==> src/hw/rtl/bspc_pkg.sv <==
// Shared types and constants for the B-spline curve point evaluator.
// Depends on nothing; imported by the interfaces, the divider, the top and the checker.
`default_nettype none

package bspc_pkg;

  localparam int unsigned COORD_W    = 16;
  localparam int unsigned U_W        = 16;
  localparam int unsigned INDEX_W    = 4;
  localparam int unsigned BASIS_W    = 32;
  localparam int unsigned BASIS_FRAC = 30;
  localparam int unsigned DIV_DIGITS = 8;

  localparam logic [BASIS_W-1:0] BASIS_ONE = BASIS_W'(1) << BASIS_FRAC;

  localparam logic OP_LOAD = 1'b0;
  localparam logic OP_EVAL = 1'b1;

  typedef enum logic [3:0] {
    ST_IDLE,
    ST_LRD,
    ST_LDAT,
    ST_OPS,
    ST_MUL,
    ST_DIVGO,
    ST_DIVWAIT,
    ST_SRD,
    ST_SXOPS,
    ST_SXMUL,
    ST_SYOPS,
    ST_SYMUL,
    ST_SACC,
    ST_FIN,
    ST_OUT
  } bspc_state_e;

endpackage

`default_nettype wire

==> src/hw/rtl/bspc_if.sv <==
// Valid/ready channel interfaces for the command input and the point output.
// Depends on bspc_pkg for the field widths.
`default_nettype none

interface bspc_in_if import bspc_pkg::*; ();
  logic                      valid;
  logic                      ready;
  logic                      op;
  logic [INDEX_W-1:0]        index;
  logic signed [COORD_W-1:0] px;
  logic signed [COORD_W-1:0] py;
  logic [U_W-1:0]            u;

  modport source (output valid, op, index, px, py, u, input ready);
  modport sink   (input valid, op, index, px, py, u, output ready);
endinterface

interface bspc_out_if import bspc_pkg::*; ();
  logic                      valid;
  logic                      ready;
  logic signed [COORD_W-1:0] x;
  logic signed [COORD_W-1:0] y;

  modport source (output valid, x, y, input ready);
  modport sink   (input valid, x, y, output ready);
endinterface

`default_nettype wire

==> src/hw/rtl/bspc_ram.sv <==
// Generic single-write, single-read RAM with registered read data.
// Depends on nothing.
`default_nettype none

module bspc_ram #(
  parameter int unsigned WIDTH = 32,
  parameter int unsigned DEPTH = 12
) (
  input  logic                     clk_i,
  input  logic                     we_i,
  input  logic [$clog2(DEPTH)-1:0] waddr_i,
  input  logic [WIDTH-1:0]         wdata_i,
  input  logic                     re_i,
  input  logic [$clog2(DEPTH)-1:0] raddr_i,
  output logic [WIDTH-1:0]         rdata_o
);

  logic [WIDTH-1:0] mem_q [DEPTH];
  logic [WIDTH-1:0] rdata_q;

  always_ff @(posedge clk_i) begin
    if (we_i) begin
      mem_q[waddr_i] <= wdata_i;
    end
    if (re_i) begin
      rdata_q <= mem_q[raddr_i];
    end
  end

  assign rdata_o = rdata_q;

endmodule

`default_nettype wire

==> src/hw/rtl/bspc_div.sv <==
// Iterative divider by a small divisor: DIV_DIGITS quotient bits per cycle.
// Depends on bspc_pkg for DIV_DIGITS.
`default_nettype none

module bspc_div import bspc_pkg::*; #(
  parameter int unsigned NUM_W = 38,
  parameter int unsigned DEN_W = 2,
  parameter int unsigned QUO_W = 32
) (
  input  logic             clk_i,
  input  logic             rst_ni,
  input  logic             start_i,
  input  logic [NUM_W-1:0] num_i,
  input  logic [DEN_W-1:0] den_i,
  output logic             done_o,
  output logic [QUO_W-1:0] quo_o
);

  localparam int unsigned STEPS = (NUM_W + DIV_DIGITS - 1) / DIV_DIGITS;
  localparam int unsigned PADW  = STEPS * DIV_DIGITS;
  localparam int unsigned CNTW  = (STEPS > 1) ? $clog2(STEPS) : 1;

  logic            busy_q, busy_d;
  logic            done_q, done_d;
  logic [CNTW-1:0] cnt_q, cnt_d;
  logic [PADW-1:0] num_q, num_d;
  logic [PADW-1:0] quo_q, quo_d;
  logic [DEN_W-1:0] rem_q, rem_d;
  logic [DEN_W-1:0] den_q, den_d;

  always_comb begin
    logic [DEN_W:0]          part;
    logic [DEN_W-1:0]        rem;
    logic [DIV_DIGITS-1:0]   qd;
    busy_d = busy_q;
    done_d = 1'b0;
    cnt_d  = cnt_q;
    num_d  = num_q;
    quo_d  = quo_q;
    rem_d  = rem_q;
    den_d  = den_q;
    rem    = rem_q;
    qd     = '0;
    for (int k = 0; k < DIV_DIGITS; k++) begin
      part = {rem, num_q[PADW-1-k]};
      if (part >= {1'b0, den_q}) begin
        part = part - {1'b0, den_q};
        qd[DIV_DIGITS-1-k] = 1'b1;
      end
      rem = part[DEN_W-1:0];
    end
    if (start_i) begin
      num_d  = PADW'(num_i);
      den_d  = den_i;
      rem_d  = '0;
      cnt_d  = '0;
      busy_d = 1'b1;
    end else if (busy_q) begin
      num_d = num_q << DIV_DIGITS;
      quo_d = (quo_q << DIV_DIGITS) | PADW'(qd);
      rem_d = rem;
      cnt_d = cnt_q + CNTW'(1);
      if (cnt_q == CNTW'(STEPS - 1)) begin
        busy_d = 1'b0;
        done_d = 1'b1;
      end
    end
  end

  always_ff @(posedge clk_i or negedge rst_ni) begin
    if (!rst_ni) begin
      busy_q <= 1'b0;
      done_q <= 1'b0;
      cnt_q  <= '0;
    end else begin
      busy_q <= busy_d;
      done_q <= done_d;
      cnt_q  <= cnt_d;
    end
  end

  always_ff @(posedge clk_i) begin
    num_q <= num_d;
    quo_q <= quo_d;
    rem_q <= rem_d;
    den_q <= den_d;
  end

  assign done_o = done_q;
  assign quo_o  = quo_q[QUO_W-1:0];

endmodule

`default_nettype wire

==> src/hw/rtl/bspline_curve_point_eval.sv <==
// Top level of the clamped uniform B-spline curve point evaluator.
// Depends on bspc_pkg, bspc_if, bspc_ram and bspc_div.
//
// A load (op 0) writes one control point and the block is ready again in the
// next cycle; an index beyond the store is dropped. An evaluate (op 1) runs
// the Cox-de Boor triangle on one shared multiplier and one iterative divider,
// then forms the weighted sum per axis on the same multiplier. The divider
// takes S = ceil(TW/8) steps per division (TW = 38 bits at the defaults, so
// S = 5). A parameter at or past the end of the curve returns the last
// control point. The input is not ready until the result is in the output
// register. Points read as zero until written, tracked by one valid flop per
// entry.
`default_nettype none

module bspline_curve_point_eval import bspc_pkg::*; #(
  parameter int unsigned NUM_POINTS = 12,
  parameter int unsigned DEGREE     = 3,
  parameter int unsigned FRAC_BITS  = 12
) (
  input  logic       clk_i,
  input  logic       rst_ni,
  bspc_in_if.sink    in_i,
  bspc_out_if.source out_o
);

  localparam int unsigned KNOT_MAX = NUM_POINTS - DEGREE;
  localparam int unsigned AW       = $clog2(NUM_POINTS);
  localparam int unsigned SW       = $clog2(KNOT_MAX + 1);
  localparam int unsigned KVW      = SW + 4;
  localparam int unsigned CW       = $clog2(DEGREE + 1);
  localparam int unsigned LRW      = FRAC_BITS + CW;
  localparam int unsigned XW0      = ((SW + FRAC_BITS) > U_W) ? SW + FRAC_BITS : U_W;
  localparam int unsigned XW       = (XW0 > LRW) ? XW0 : LRW;
  localparam int unsigned OBW      = ((LRW > COORD_W) ? LRW : COORD_W) + 1;
  localparam int unsigned PW       = BASIS_W + 1 + OBW;
  localparam int unsigned TW       = PW - FRAC_BITS;
  localparam int unsigned ACCW     = COORD_W + BASIS_W + CW + 1;
  localparam int unsigned RW       = ACCW - BASIS_FRAC;
  localparam logic [31:0] END_U    = 32'(KNOT_MAX) << FRAC_BITS;
  localparam logic signed [RW-1:0] Q_MAX = RW'((1 << (COORD_W - 1)) - 1);
  localparam logic signed [RW-1:0] Q_MIN = ~Q_MAX;

  function automatic logic [SW-1:0] knot_at(input logic signed [KVW-1:0] v);
    logic [SW-1:0] k;
    if (v < 0) begin
      k = '0;
    end else if (v > $signed(KVW'(KNOT_MAX))) begin
      k = SW'(KNOT_MAX);
    end else begin
      k = v[SW-1:0];
    end
    return k;
  endfunction

  function automatic logic signed [COORD_W-1:0] to_coord(input logic signed [ACCW-1:0] acc);
    logic signed [ACCW-1:0]    rs;
    logic signed [RW-1:0]      q;
    logic signed [COORD_W-1:0] res;
    rs = acc + $signed(ACCW'(1) << (BASIS_FRAC - 1));
    q  = rs[ACCW-1:BASIS_FRAC];
    if (q > Q_MAX) begin
      res = Q_MAX[COORD_W-1:0];
    end else if (q < Q_MIN) begin
      res = Q_MIN[COORD_W-1:0];
    end else begin
      res = q[COORD_W-1:0];
    end
    return res;
  endfunction

  bspc_state_e state_q, state_d;

  logic [CW-1:0]  j_q, j_d;
  logic [CW-1:0]  r_q, r_d;
  logic           side_q, side_d;
  logic [CW-1:0]  bidx;
  logic [NUM_POINTS-1:0] pv_q, pv_d;

  logic [U_W-1:0]     u_q, u_d;
  logic [SW-1:0]      s_q, s_d;
  logic [BASIS_W-1:0] basis_q [DEGREE+1];
  logic [BASIS_W-1:0] basis_d [DEGREE+1];
  logic [BASIS_W-1:0] saved_q, saved_d;
  logic [BASIS_W-1:0] a_q, a_d;
  logic signed [BASIS_W:0]    op_a_q, op_a_d;
  logic signed [OBW-1:0]      op_b_q, op_b_d;
  logic signed [PW-1:0]       prod_q, prod_d;
  logic signed [COORD_W-1:0]  cy_q, cy_d;
  logic signed [ACCW-1:0]     accx_q, accx_d;
  logic signed [ACCW-1:0]     accy_q, accy_d;
  logic signed [COORD_W-1:0]  res_x_q, res_x_d;
  logic signed [COORD_W-1:0]  res_y_q, res_y_d;
  logic                       vld_q;
  logic                       out_valid_q, out_valid_d;
  logic signed [COORD_W-1:0]  out_x_q, out_x_d;
  logic signed [COORD_W-1:0]  out_y_q, out_y_d;

  logic                  in_fire;
  logic                  idx_ok;
  logic                  ram_we;
  logic                  ram_re;
  logic [AW-1:0]         ram_waddr;
  logic [AW-1:0]         ram_raddr;
  logic [2*COORD_W-1:0]  ram_rdata;
  logic signed [COORD_W-1:0] cx_rd;
  logic signed [COORD_W-1:0] cy_rd;

  logic signed [KVW-1:0] kv_r;
  logic signed [KVW-1:0] kv_l;
  logic [SW-1:0]         kr;
  logic [SW-1:0]         kl;
  logic [SW-1:0]         dk;
  logic [XW-1:0]         diff_r;
  logic [XW-1:0]         diff_l;
  logic [LRW-1:0]        right_v;
  logic [LRW-1:0]        left_v;
  logic [CW-1:0]         den;
  logic [PW-1:0]         tsum;
  logic [TW-1:0]         div_num;
  logic                  div_start;
  logic                  div_done;
  logic [BASIS_W-1:0]    div_quo;

  assign in_i.ready = (state_q == ST_IDLE);
  assign in_fire    = in_i.valid && in_i.ready;
  assign idx_ok     = 32'(in_i.index) < NUM_POINTS;
  assign ram_we     = in_fire && (in_i.op == OP_LOAD) && idx_ok;
  assign ram_waddr  = AW'(in_i.index);
  assign ram_raddr  = (state_q == ST_LRD) ? AW'(NUM_POINTS - 1) : AW'(s_q) + AW'(j_q);

  bspc_ram #(
    .WIDTH (2 * COORD_W),
    .DEPTH (NUM_POINTS)
  ) u_ram (
    .clk_i   (clk_i),
    .we_i    (ram_we),
    .waddr_i (ram_waddr),
    .wdata_i ({in_i.px, in_i.py}),
    .re_i    (ram_re),
    .raddr_i (ram_raddr),
    .rdata_o (ram_rdata)
  );

  assign cx_rd = vld_q ? $signed(ram_rdata[2*COORD_W-1:COORD_W]) : '0;
  assign cy_rd = vld_q ? $signed(ram_rdata[COORD_W-1:0]) : '0;

  assign kv_r    = KVW'(s_q) + KVW'(r_q) + KVW'(1);
  assign kv_l    = KVW'(s_q) + KVW'(r_q) + KVW'(1) - KVW'(j_q);
  assign kr      = knot_at(kv_r);
  assign kl      = knot_at(kv_l);
  assign dk      = kr - kl;
  assign den     = CW'(dk);
  assign diff_r  = (XW'(kr) << FRAC_BITS) - XW'(u_q);
  assign diff_l  = XW'(u_q) - (XW'(kl) << FRAC_BITS);
  assign right_v = diff_r[LRW-1:0];
  assign left_v  = diff_l[LRW-1:0];

  assign prod_d  = op_a_q * op_b_q;
  assign tsum    = $unsigned(prod_q) + (PW'(den) << (FRAC_BITS - 1));
  assign div_num = tsum[PW-1:FRAC_BITS];

  bspc_div #(
    .NUM_W (TW),
    .DEN_W (CW),
    .QUO_W (BASIS_W)
  ) u_div (
    .clk_i   (clk_i),
    .rst_ni  (rst_ni),
    .start_i (div_start),
    .num_i   (div_num),
    .den_i   (den),
    .done_o  (div_done),
    .quo_o   (div_quo)
  );

  always_comb begin
    state_d     = state_q;
    j_d         = j_q;
    r_d         = r_q;
    side_d      = side_q;
    pv_d        = pv_q;
    u_d         = u_q;
    s_d         = s_q;
    basis_d     = basis_q;
    saved_d     = saved_q;
    a_d         = a_q;
    op_a_d      = op_a_q;
    op_b_d      = op_b_q;
    cy_d        = cy_q;
    accx_d      = accx_q;
    accy_d      = accy_q;
    res_x_d     = res_x_q;
    res_y_d     = res_y_q;
    out_valid_d = out_valid_q && !out_o.ready;
    out_x_d     = out_x_q;
    out_y_d     = out_y_q;
    div_start   = 1'b0;
    ram_re      = 1'b0;
    bidx        = r_q;

    if (ram_we) begin
      pv_d[ram_waddr] = 1'b1;
    end

    unique case (state_q)
      ST_IDLE: begin
        if (in_fire && (in_i.op == OP_EVAL)) begin
          u_d        = in_i.u;
          s_d        = SW'(in_i.u >> FRAC_BITS);
          j_d        = CW'(1);
          r_d        = '0;
          side_d     = 1'b0;
          saved_d    = '0;
          basis_d[0] = BASIS_ONE;
          accx_d     = '0;
          accy_d     = '0;
          if (32'(in_i.u) >= END_U) begin
            state_d = ST_LRD;
          end else begin
            state_d = ST_OPS;
          end
        end
      end
      ST_LRD: begin
        ram_re  = 1'b1;
        state_d = ST_LDAT;
      end
      ST_LDAT: begin
        res_x_d = cx_rd;
        res_y_d = cy_rd;
        state_d = ST_OUT;
      end
      ST_OPS: begin
        op_a_d  = $signed({1'b0, basis_q[bidx]});
        op_b_d  = side_q ? $signed(OBW'(left_v)) : $signed(OBW'(right_v));
        state_d = ST_MUL;
      end
      ST_MUL: begin
        state_d = ST_DIVGO;
      end
      ST_DIVGO: begin
        div_start = 1'b1;
        state_d   = ST_DIVWAIT;
      end
      ST_DIVWAIT: begin
        if (div_done) begin
          if (!side_q) begin
            a_d     = div_quo;
            side_d  = 1'b1;
            state_d = ST_OPS;
          end else begin
            side_d       = 1'b0;
            basis_d[r_q] = saved_q + a_q;
            if (r_q == j_q - CW'(1)) begin
              basis_d[j_q] = div_quo;
              saved_d      = '0;
              r_d          = '0;
              if (j_q == CW'(DEGREE)) begin
                j_d     = '0;
                state_d = ST_SRD;
              end else begin
                j_d     = j_q + CW'(1);
                state_d = ST_OPS;
              end
            end else begin
              saved_d = div_quo;
              r_d     = r_q + CW'(1);
              state_d = ST_OPS;
            end
          end
        end
      end
      ST_SRD: begin
        ram_re  = 1'b1;
        state_d = ST_SXOPS;
      end
      ST_SXOPS: begin
        bidx    = j_q;
        op_a_d  = $signed({1'b0, basis_q[bidx]});
        op_b_d  = $signed(OBW'(cx_rd));
        cy_d    = cy_rd;
        state_d = ST_SXMUL;
      end
      ST_SXMUL: begin
        state_d = ST_SYOPS;
      end
      ST_SYOPS: begin
        accx_d  = accx_q + $signed(ACCW'(prod_q));
        op_b_d  = $signed(OBW'(cy_q));
        state_d = ST_SYMUL;
      end
      ST_SYMUL: begin
        state_d = ST_SACC;
      end
      ST_SACC: begin
        accy_d = accy_q + $signed(ACCW'(prod_q));
        if (j_q == CW'(DEGREE)) begin
          state_d = ST_FIN;
        end else begin
          j_d     = j_q + CW'(1);
          state_d = ST_SRD;
        end
      end
      ST_FIN: begin
        res_x_d = to_coord(accx_q);
        res_y_d = to_coord(accy_q);
        state_d = ST_OUT;
      end
      ST_OUT: begin
        if (!out_valid_q || out_o.ready) begin
          out_valid_d = 1'b1;
          out_x_d     = res_x_q;
          out_y_d     = res_y_q;
          state_d     = ST_IDLE;
        end
      end
      default: begin
        state_d = ST_IDLE;
      end
    endcase
  end

  always_ff @(posedge clk_i or negedge rst_ni) begin
    if (!rst_ni) begin
      state_q     <= ST_IDLE;
      j_q         <= '0;
      r_q         <= '0;
      side_q      <= 1'b0;
      pv_q        <= '0;
      out_valid_q <= 1'b0;
    end else begin
      state_q     <= state_d;
      j_q         <= j_d;
      r_q         <= r_d;
      side_q      <= side_d;
      pv_q        <= pv_d;
      out_valid_q <= out_valid_d;
    end
  end

  always_ff @(posedge clk_i) begin
    u_q     <= u_d;
    s_q     <= s_d;
    basis_q <= basis_d;
    saved_q <= saved_d;
    a_q     <= a_d;
    op_a_q  <= op_a_d;
    op_b_q  <= op_b_d;
    prod_q  <= prod_d;
    cy_q    <= cy_d;
    accx_q  <= accx_d;
    accy_q  <= accy_d;
    res_x_q <= res_x_d;
    res_y_q <= res_y_d;
    out_x_q <= out_x_d;
    out_y_q <= out_y_d;
    if (ram_re) begin
      vld_q <= pv_q[ram_raddr];
    end
  end

  assign out_o.valid = out_valid_q;
  assign out_o.x     = out_x_q;
  assign out_o.y     = out_y_q;

endmodule

`default_nettype wire

==> src/flat_wrapper.sv <==
// flat-port wrapper written by rule: the top's interface ports become plain ports
module bspline_curve_point_eval_flat import bspc_pkg::*;
#(
  parameter int unsigned NUM_POINTS = 12,
  parameter int unsigned DEGREE     = 3,
  parameter int unsigned FRAC_BITS  = 12
)
  (clk_i, rst_ni, in_i_valid, in_i_op, in_i_index, in_i_px, in_i_py, in_i_u, in_i_ready, out_o_valid, out_o_x, out_o_y, out_o_ready);
  bspc_in_if in_i_i ();
  bspc_out_if out_o_i ();
  input  logic clk_i;
  input  logic rst_ni;
  input wire logic [$bits(in_i_i.valid)-1:0] in_i_valid;
  input wire logic [$bits(in_i_i.op)-1:0] in_i_op;
  input wire logic [$bits(in_i_i.index)-1:0] in_i_index;
  input wire logic [$bits(in_i_i.px)-1:0] in_i_px;
  input wire logic [$bits(in_i_i.py)-1:0] in_i_py;
  input wire logic [$bits(in_i_i.u)-1:0] in_i_u;
  output wire logic [$bits(in_i_i.ready)-1:0] in_i_ready;
  output wire logic [$bits(out_o_i.valid)-1:0] out_o_valid;
  output wire logic [$bits(out_o_i.x)-1:0] out_o_x;
  output wire logic [$bits(out_o_i.y)-1:0] out_o_y;
  input wire logic [$bits(out_o_i.ready)-1:0] out_o_ready;
  assign in_i_i.valid = in_i_valid;
  assign in_i_i.op = in_i_op;
  assign in_i_i.index = in_i_index;
  assign in_i_i.px = in_i_px;
  assign in_i_i.py = in_i_py;
  assign in_i_i.u = in_i_u;
  assign in_i_ready = in_i_i.ready;
  assign out_o_valid = out_o_i.valid;
  assign out_o_x = out_o_i.x;
  assign out_o_y = out_o_i.y;
  assign out_o_i.ready = out_o_ready;
  bspline_curve_point_eval #(.NUM_POINTS(NUM_POINTS), .DEGREE(DEGREE), .FRAC_BITS(FRAC_BITS)) u_core (.clk_i(clk_i), .rst_ni(rst_ni), .in_i(in_i_i), .out_o(out_o_i));
endmodule
==> config.mk <==
export PLATFORM = sky130hd
export DESIGN_NAME = bspline_curve_point_eval_flat
export DESIGN_NICKNAME = d
export VERILOG_FILES = /design/src/hw/rtl/bspc_pkg.sv /design/src/hw/rtl/bspc_if.sv /design/src/hw/rtl/bspc_ram.sv /design/src/hw/rtl/bspc_div.sv /design/src/hw/rtl/bspline_curve_point_eval.sv /design/src/flat_wrapper.sv
export SDC_FILE = /design/constraint.sdc
export NUM_CORES = 2
export LEC_CHECK = 0
export ABC_CLOCK_PERIOD_IN_PS = 7600
export BUFFER_PORTS_ARGS = -buffer_cell sky130_fd_sc_hd__buf_2
export CORE_MARGIN = 2
export CORE_UTILIZATION = 35
export CTS_BUF_LIST = sky130_fd_sc_hd__clkbuf_2 sky130_fd_sc_hd__clkbuf_4 sky130_fd_sc_hd__clkbuf_8
export CTS_CLUSTER_SIZE = 10
export DETAILED_ROUTE_END_ITERATION = 12
export PLACE_DENSITY = 0.51
export SLEW_MARGIN = 20
export SYNTH_ARGS = -nofsm -noshare
export SYNTH_HDL_FRONTEND = slang
export SYNTH_SLANG_ARGS = --single-unit
==> constraint.sdc <==
create_clock -name clk_i -period 7.6 [get_ports clk_i]
set_clock_uncertainty 0.15 [all_clocks]
set_input_delay 1.52 -clock clk_i [delete_from_list [all_inputs] [get_ports clk_i]]
set_output_delay 1.52 -clock clk_i [all_outputs]
set_load 0.02 [all_outputs]
==> metrics.cfg <==
[global_route]
grt.overflow.total=0
antenna_found_initial=20
grt_max_degree=71
grt.total_usage=0.194
first_global_vias=47200
grt_pass1_wl_mm=292

[yosys]
syn-cell-area_um2=67600
synth_seq_area_share=0.438
synthesis.nets=6970
ys_types=94
synthArstFlopShare=0.0268
synth_flop_cell=edfxtp_1
avgSynthCellArea_um2=11.0
synthCells=6130
ys_ff_latch=1008
yosys_warnings=0
synth_edf_count=927

[route]
viasPerCell=5.18
ant_nets=0
drc_errors=0
via_count=46700
wire_per_inst_um=21.3
dr.pass1.iters=6
wirelength_mm=192
first_iter_violations=3296

[final_layout]
drive_gt1_frac=0.132
final_util=0.397
fin_nets=7164
syn_to_final_growth_pct=12.9

[die]
die-area_um2=197000
core-area_um2=192000
die_h_um=443
ios=91
rows=161
die_x_um=443
initial_core_util=0.352

[worst_setup_path]
cp_max_fo=3
critPathCaptureType=flop
cp_slowest_cell=or4_1
cp_common_cell=buf_4
worstSetupPathType=reg -> reg
cp.required_ns=8.24
crit_path_start_kind=flop
critPathArrivalTime_ns=8.39
cp_slowest_stage_delay_ns=0.48

[clocking]
cts.path.max_buffers=3
hold_buffers=0
cts_sinks=1008
cts.htree.levels=4
cts_tree=done
cts_buffers=181
clk_pin_slew_ns=0.06
cts_root_buf=clkbuf_8
clk_latency_ns=0.93

[timing]
fmaxAchievable_mhz=129
grt_setup_unrepaired=yes
finalCritPeriodShare=1.02
setup_viol=3
relSlewSlack=0.284
finalHoldViolations=0
finalWorstSetupSlack_ns=-0.155
finalCriticalPeriod_ns=7.75
worst_pin_slew_ns=1.07
drv_slew=0

[run_status]
violations=setup timing
status=finished with violations

[placed_design]
dp_slack_ns=-0.0339
post-dp-hpwl_mm=131
portBuffers=90
gp_congestion=0.864

[flow_run]
cap_violations=0

[hold_path]
hp-class=reg -> reg

-- sequential cells by signal, indices dropped and copies added, names as in the netlist, 3 cells and up --
name                  cells
u_core.a_q               32
u_core.accx_q            51
u_core.accy_q            51
u_core.basis_q          128
u_core.cy_q              16
u_core.op_a_q            32
u_core.op_b_q            16
u_core.out_o.x           16
u_core.out_o.y           16
u_core.prod_q            50
u_core.pv_q              12
u_core.res_x_q           16
u_core.res_y_q           16
u_core.s_q                4
u_core.saved_q           32
u_core.state_q            4
u_core.u_div.cnt_q        3
u_core.u_div.num_q       40
u_core.u_div.quo_q       32
u_core.u_q               12
u_core.u_ram.mem_q      384
u_core.u_ram.rdata_o     32
-- through the flow --
stage / hold slack (ns) / instance area, um^2 / TNS, ns / cells
floorplan: 0.250 / 67700 / -0.174 / 6130
global placement: 0.252 / 71700 / -0.0845 / 8607
detailed placement: 0.255 / 71700 / -0.0582 / 8607
CTS: 0.270 / 76100 / -0.00365 / 8989
global route: 0.274 / 76300 / -1.61 / 9005
finish: 0.269 / 76300 / -0.368 / 9013
-- cells in the final DEF (no fill, tap or decap), types with 138 or more instances in the layout --
cell,count
a21oi_1,325
and2_1,251
buf_4,201
clkbuf_8,188
edfxtp_1,927
fa_1,455
ha_1,318
inv_1,532
mux2i_1,164
nand2_1,816
nor2_1,224
o21ai_0,334
xnor2_1,138
-- repair_timing --
action / CTS / global route
setup endpoints to repair: 3 / 9
resized for setup: 1 / 12
buffers inserted: 47 / 18
pin swaps: 1 / 15
endpoints found under the hold margin: 0 / 0
-- Yosys cell counts (12+ instances only) --
library cell / count / area [um^2]
buf_1: 32 / 120
ha_1: 327 / 4090
nand4_1: 39 / 244
o211ai_1: 13 / 97.6
dfrtp_1: 27 / 676
nor3_1: 75 / 375
nor3b_1: 22 / 165
and2_1: 254 / 1590
inv_1: 536 / 2010
and4_1: 12 / 105
o22ai_1: 36 / 225
or2_2: 25 / 156
or3_1: 13 / 81.3
a31oi_1: 21 / 131
and3_1: 71 / 444
nor2_1: 244 / 916
o21a_1: 24 / 180
mux2i_1: 164 / 1640
o221ai_1: 33 / 289
nand3_1: 109 / 546
clkbuf_1: 266 / 998
xnor2_1: 138 / 1210
mux2_2: 48 / 541
a21oi_1: 330 / 1650
xor2_1: 95 / 832
a21o_1: 102 / 766
mux4_2: 64 / 1440
nor2b_1: 35 / 219
fa_1: 456 / 9130
nand2_1: 822 / 3090
o21ai_0: 334 / 1670
a32oi_1: 21 / 184
dfxtp_1: 54 / 1080
o21bai_1: 28 / 210
edfxtp_1: 927 / 27800
o31ai_1: 19 / 143
nand2b_1: 74 / 463
a211oi_1: 77 / 578
-- metal layers --
layer,vias to the layer above,track usage,share of wire
li1,21900,-,-
met2,1088,0.326,0.49
met3,301,0.0264,0.045
met5,-,0,0.00036
met4,14,0.0683,0.032
met1,23300,0.255,0.43
-- worst max-delay path: cells and delay by family, from the launching register on --
family / cells / cell delay, ns
buffers and inverters: 18 / 2.09
AO/OA/AOI/OAI: 12 / 1.96
adder cells (fa/ha/maj): 5 / 1.31
flip-flops: 1 / 0.38
AND/OR/NAND/NOR: 9 / 1.73
-- area by class of cell --
class,count,area (um^2)
clock inverters,87,926
well taps,2526,3160
inverters,537,2020
repair buffers,310,2340
clock buffers,248,3040
flip-flops and latches,1008,29600
multi-input cells,4286,35200
diodes,11,27.5
fillers,18700,116000
-- kinds of logic (layout without fill, tap and decap cells) --
kind of cell | count (synthesis) | after routing | synth area share
AND/OR/NAND/NOR | 1846 | 1846 | 0.130
AO/OA/AOI/OAI | 1147 | 1147 | 0.106
flip-flops | 1008 | 1008 | 0.438
buffers and inverters | 836 | 1182 | 0.0466
adder cells (fa/ha/maj) | 783 | 783 | 0.196
multiplexers | 277 | 277 | 0.0538
XOR/XNOR | 233 | 233 | 0.0302
other | 0 | 11 | 0
-- worst paths after layout --
kind | startpoint | endpoint | slack [ns] | cells after the start
hold / removal | u_core.res_y_q[9] | u_core.out_o.y[9] | 0.27 | 0
hold reg to reg | u_core.res_y_q[9] | u_core.out_o.y[9] | 0.27 | 0
max in group asynchronous | rst_ni | u_core.r_q[1] | 6.21 | 1
setup reg to reg | u_core.u_div.den_q[1] | u_core.u_div.rem_q[0] | -0.15 | 44
min in group asynchronous | rst_ni | u_core.pv_q[6] | 0.51 | 1
setup / recovery | u_core.u_div.den_q[1] | u_core.u_div.rem_q[0] | -0.15 | 44
Power is left out: the tool's default activity adds up to more than one toggle a clock period on the data nets, which glitch-free logic cannot reach.
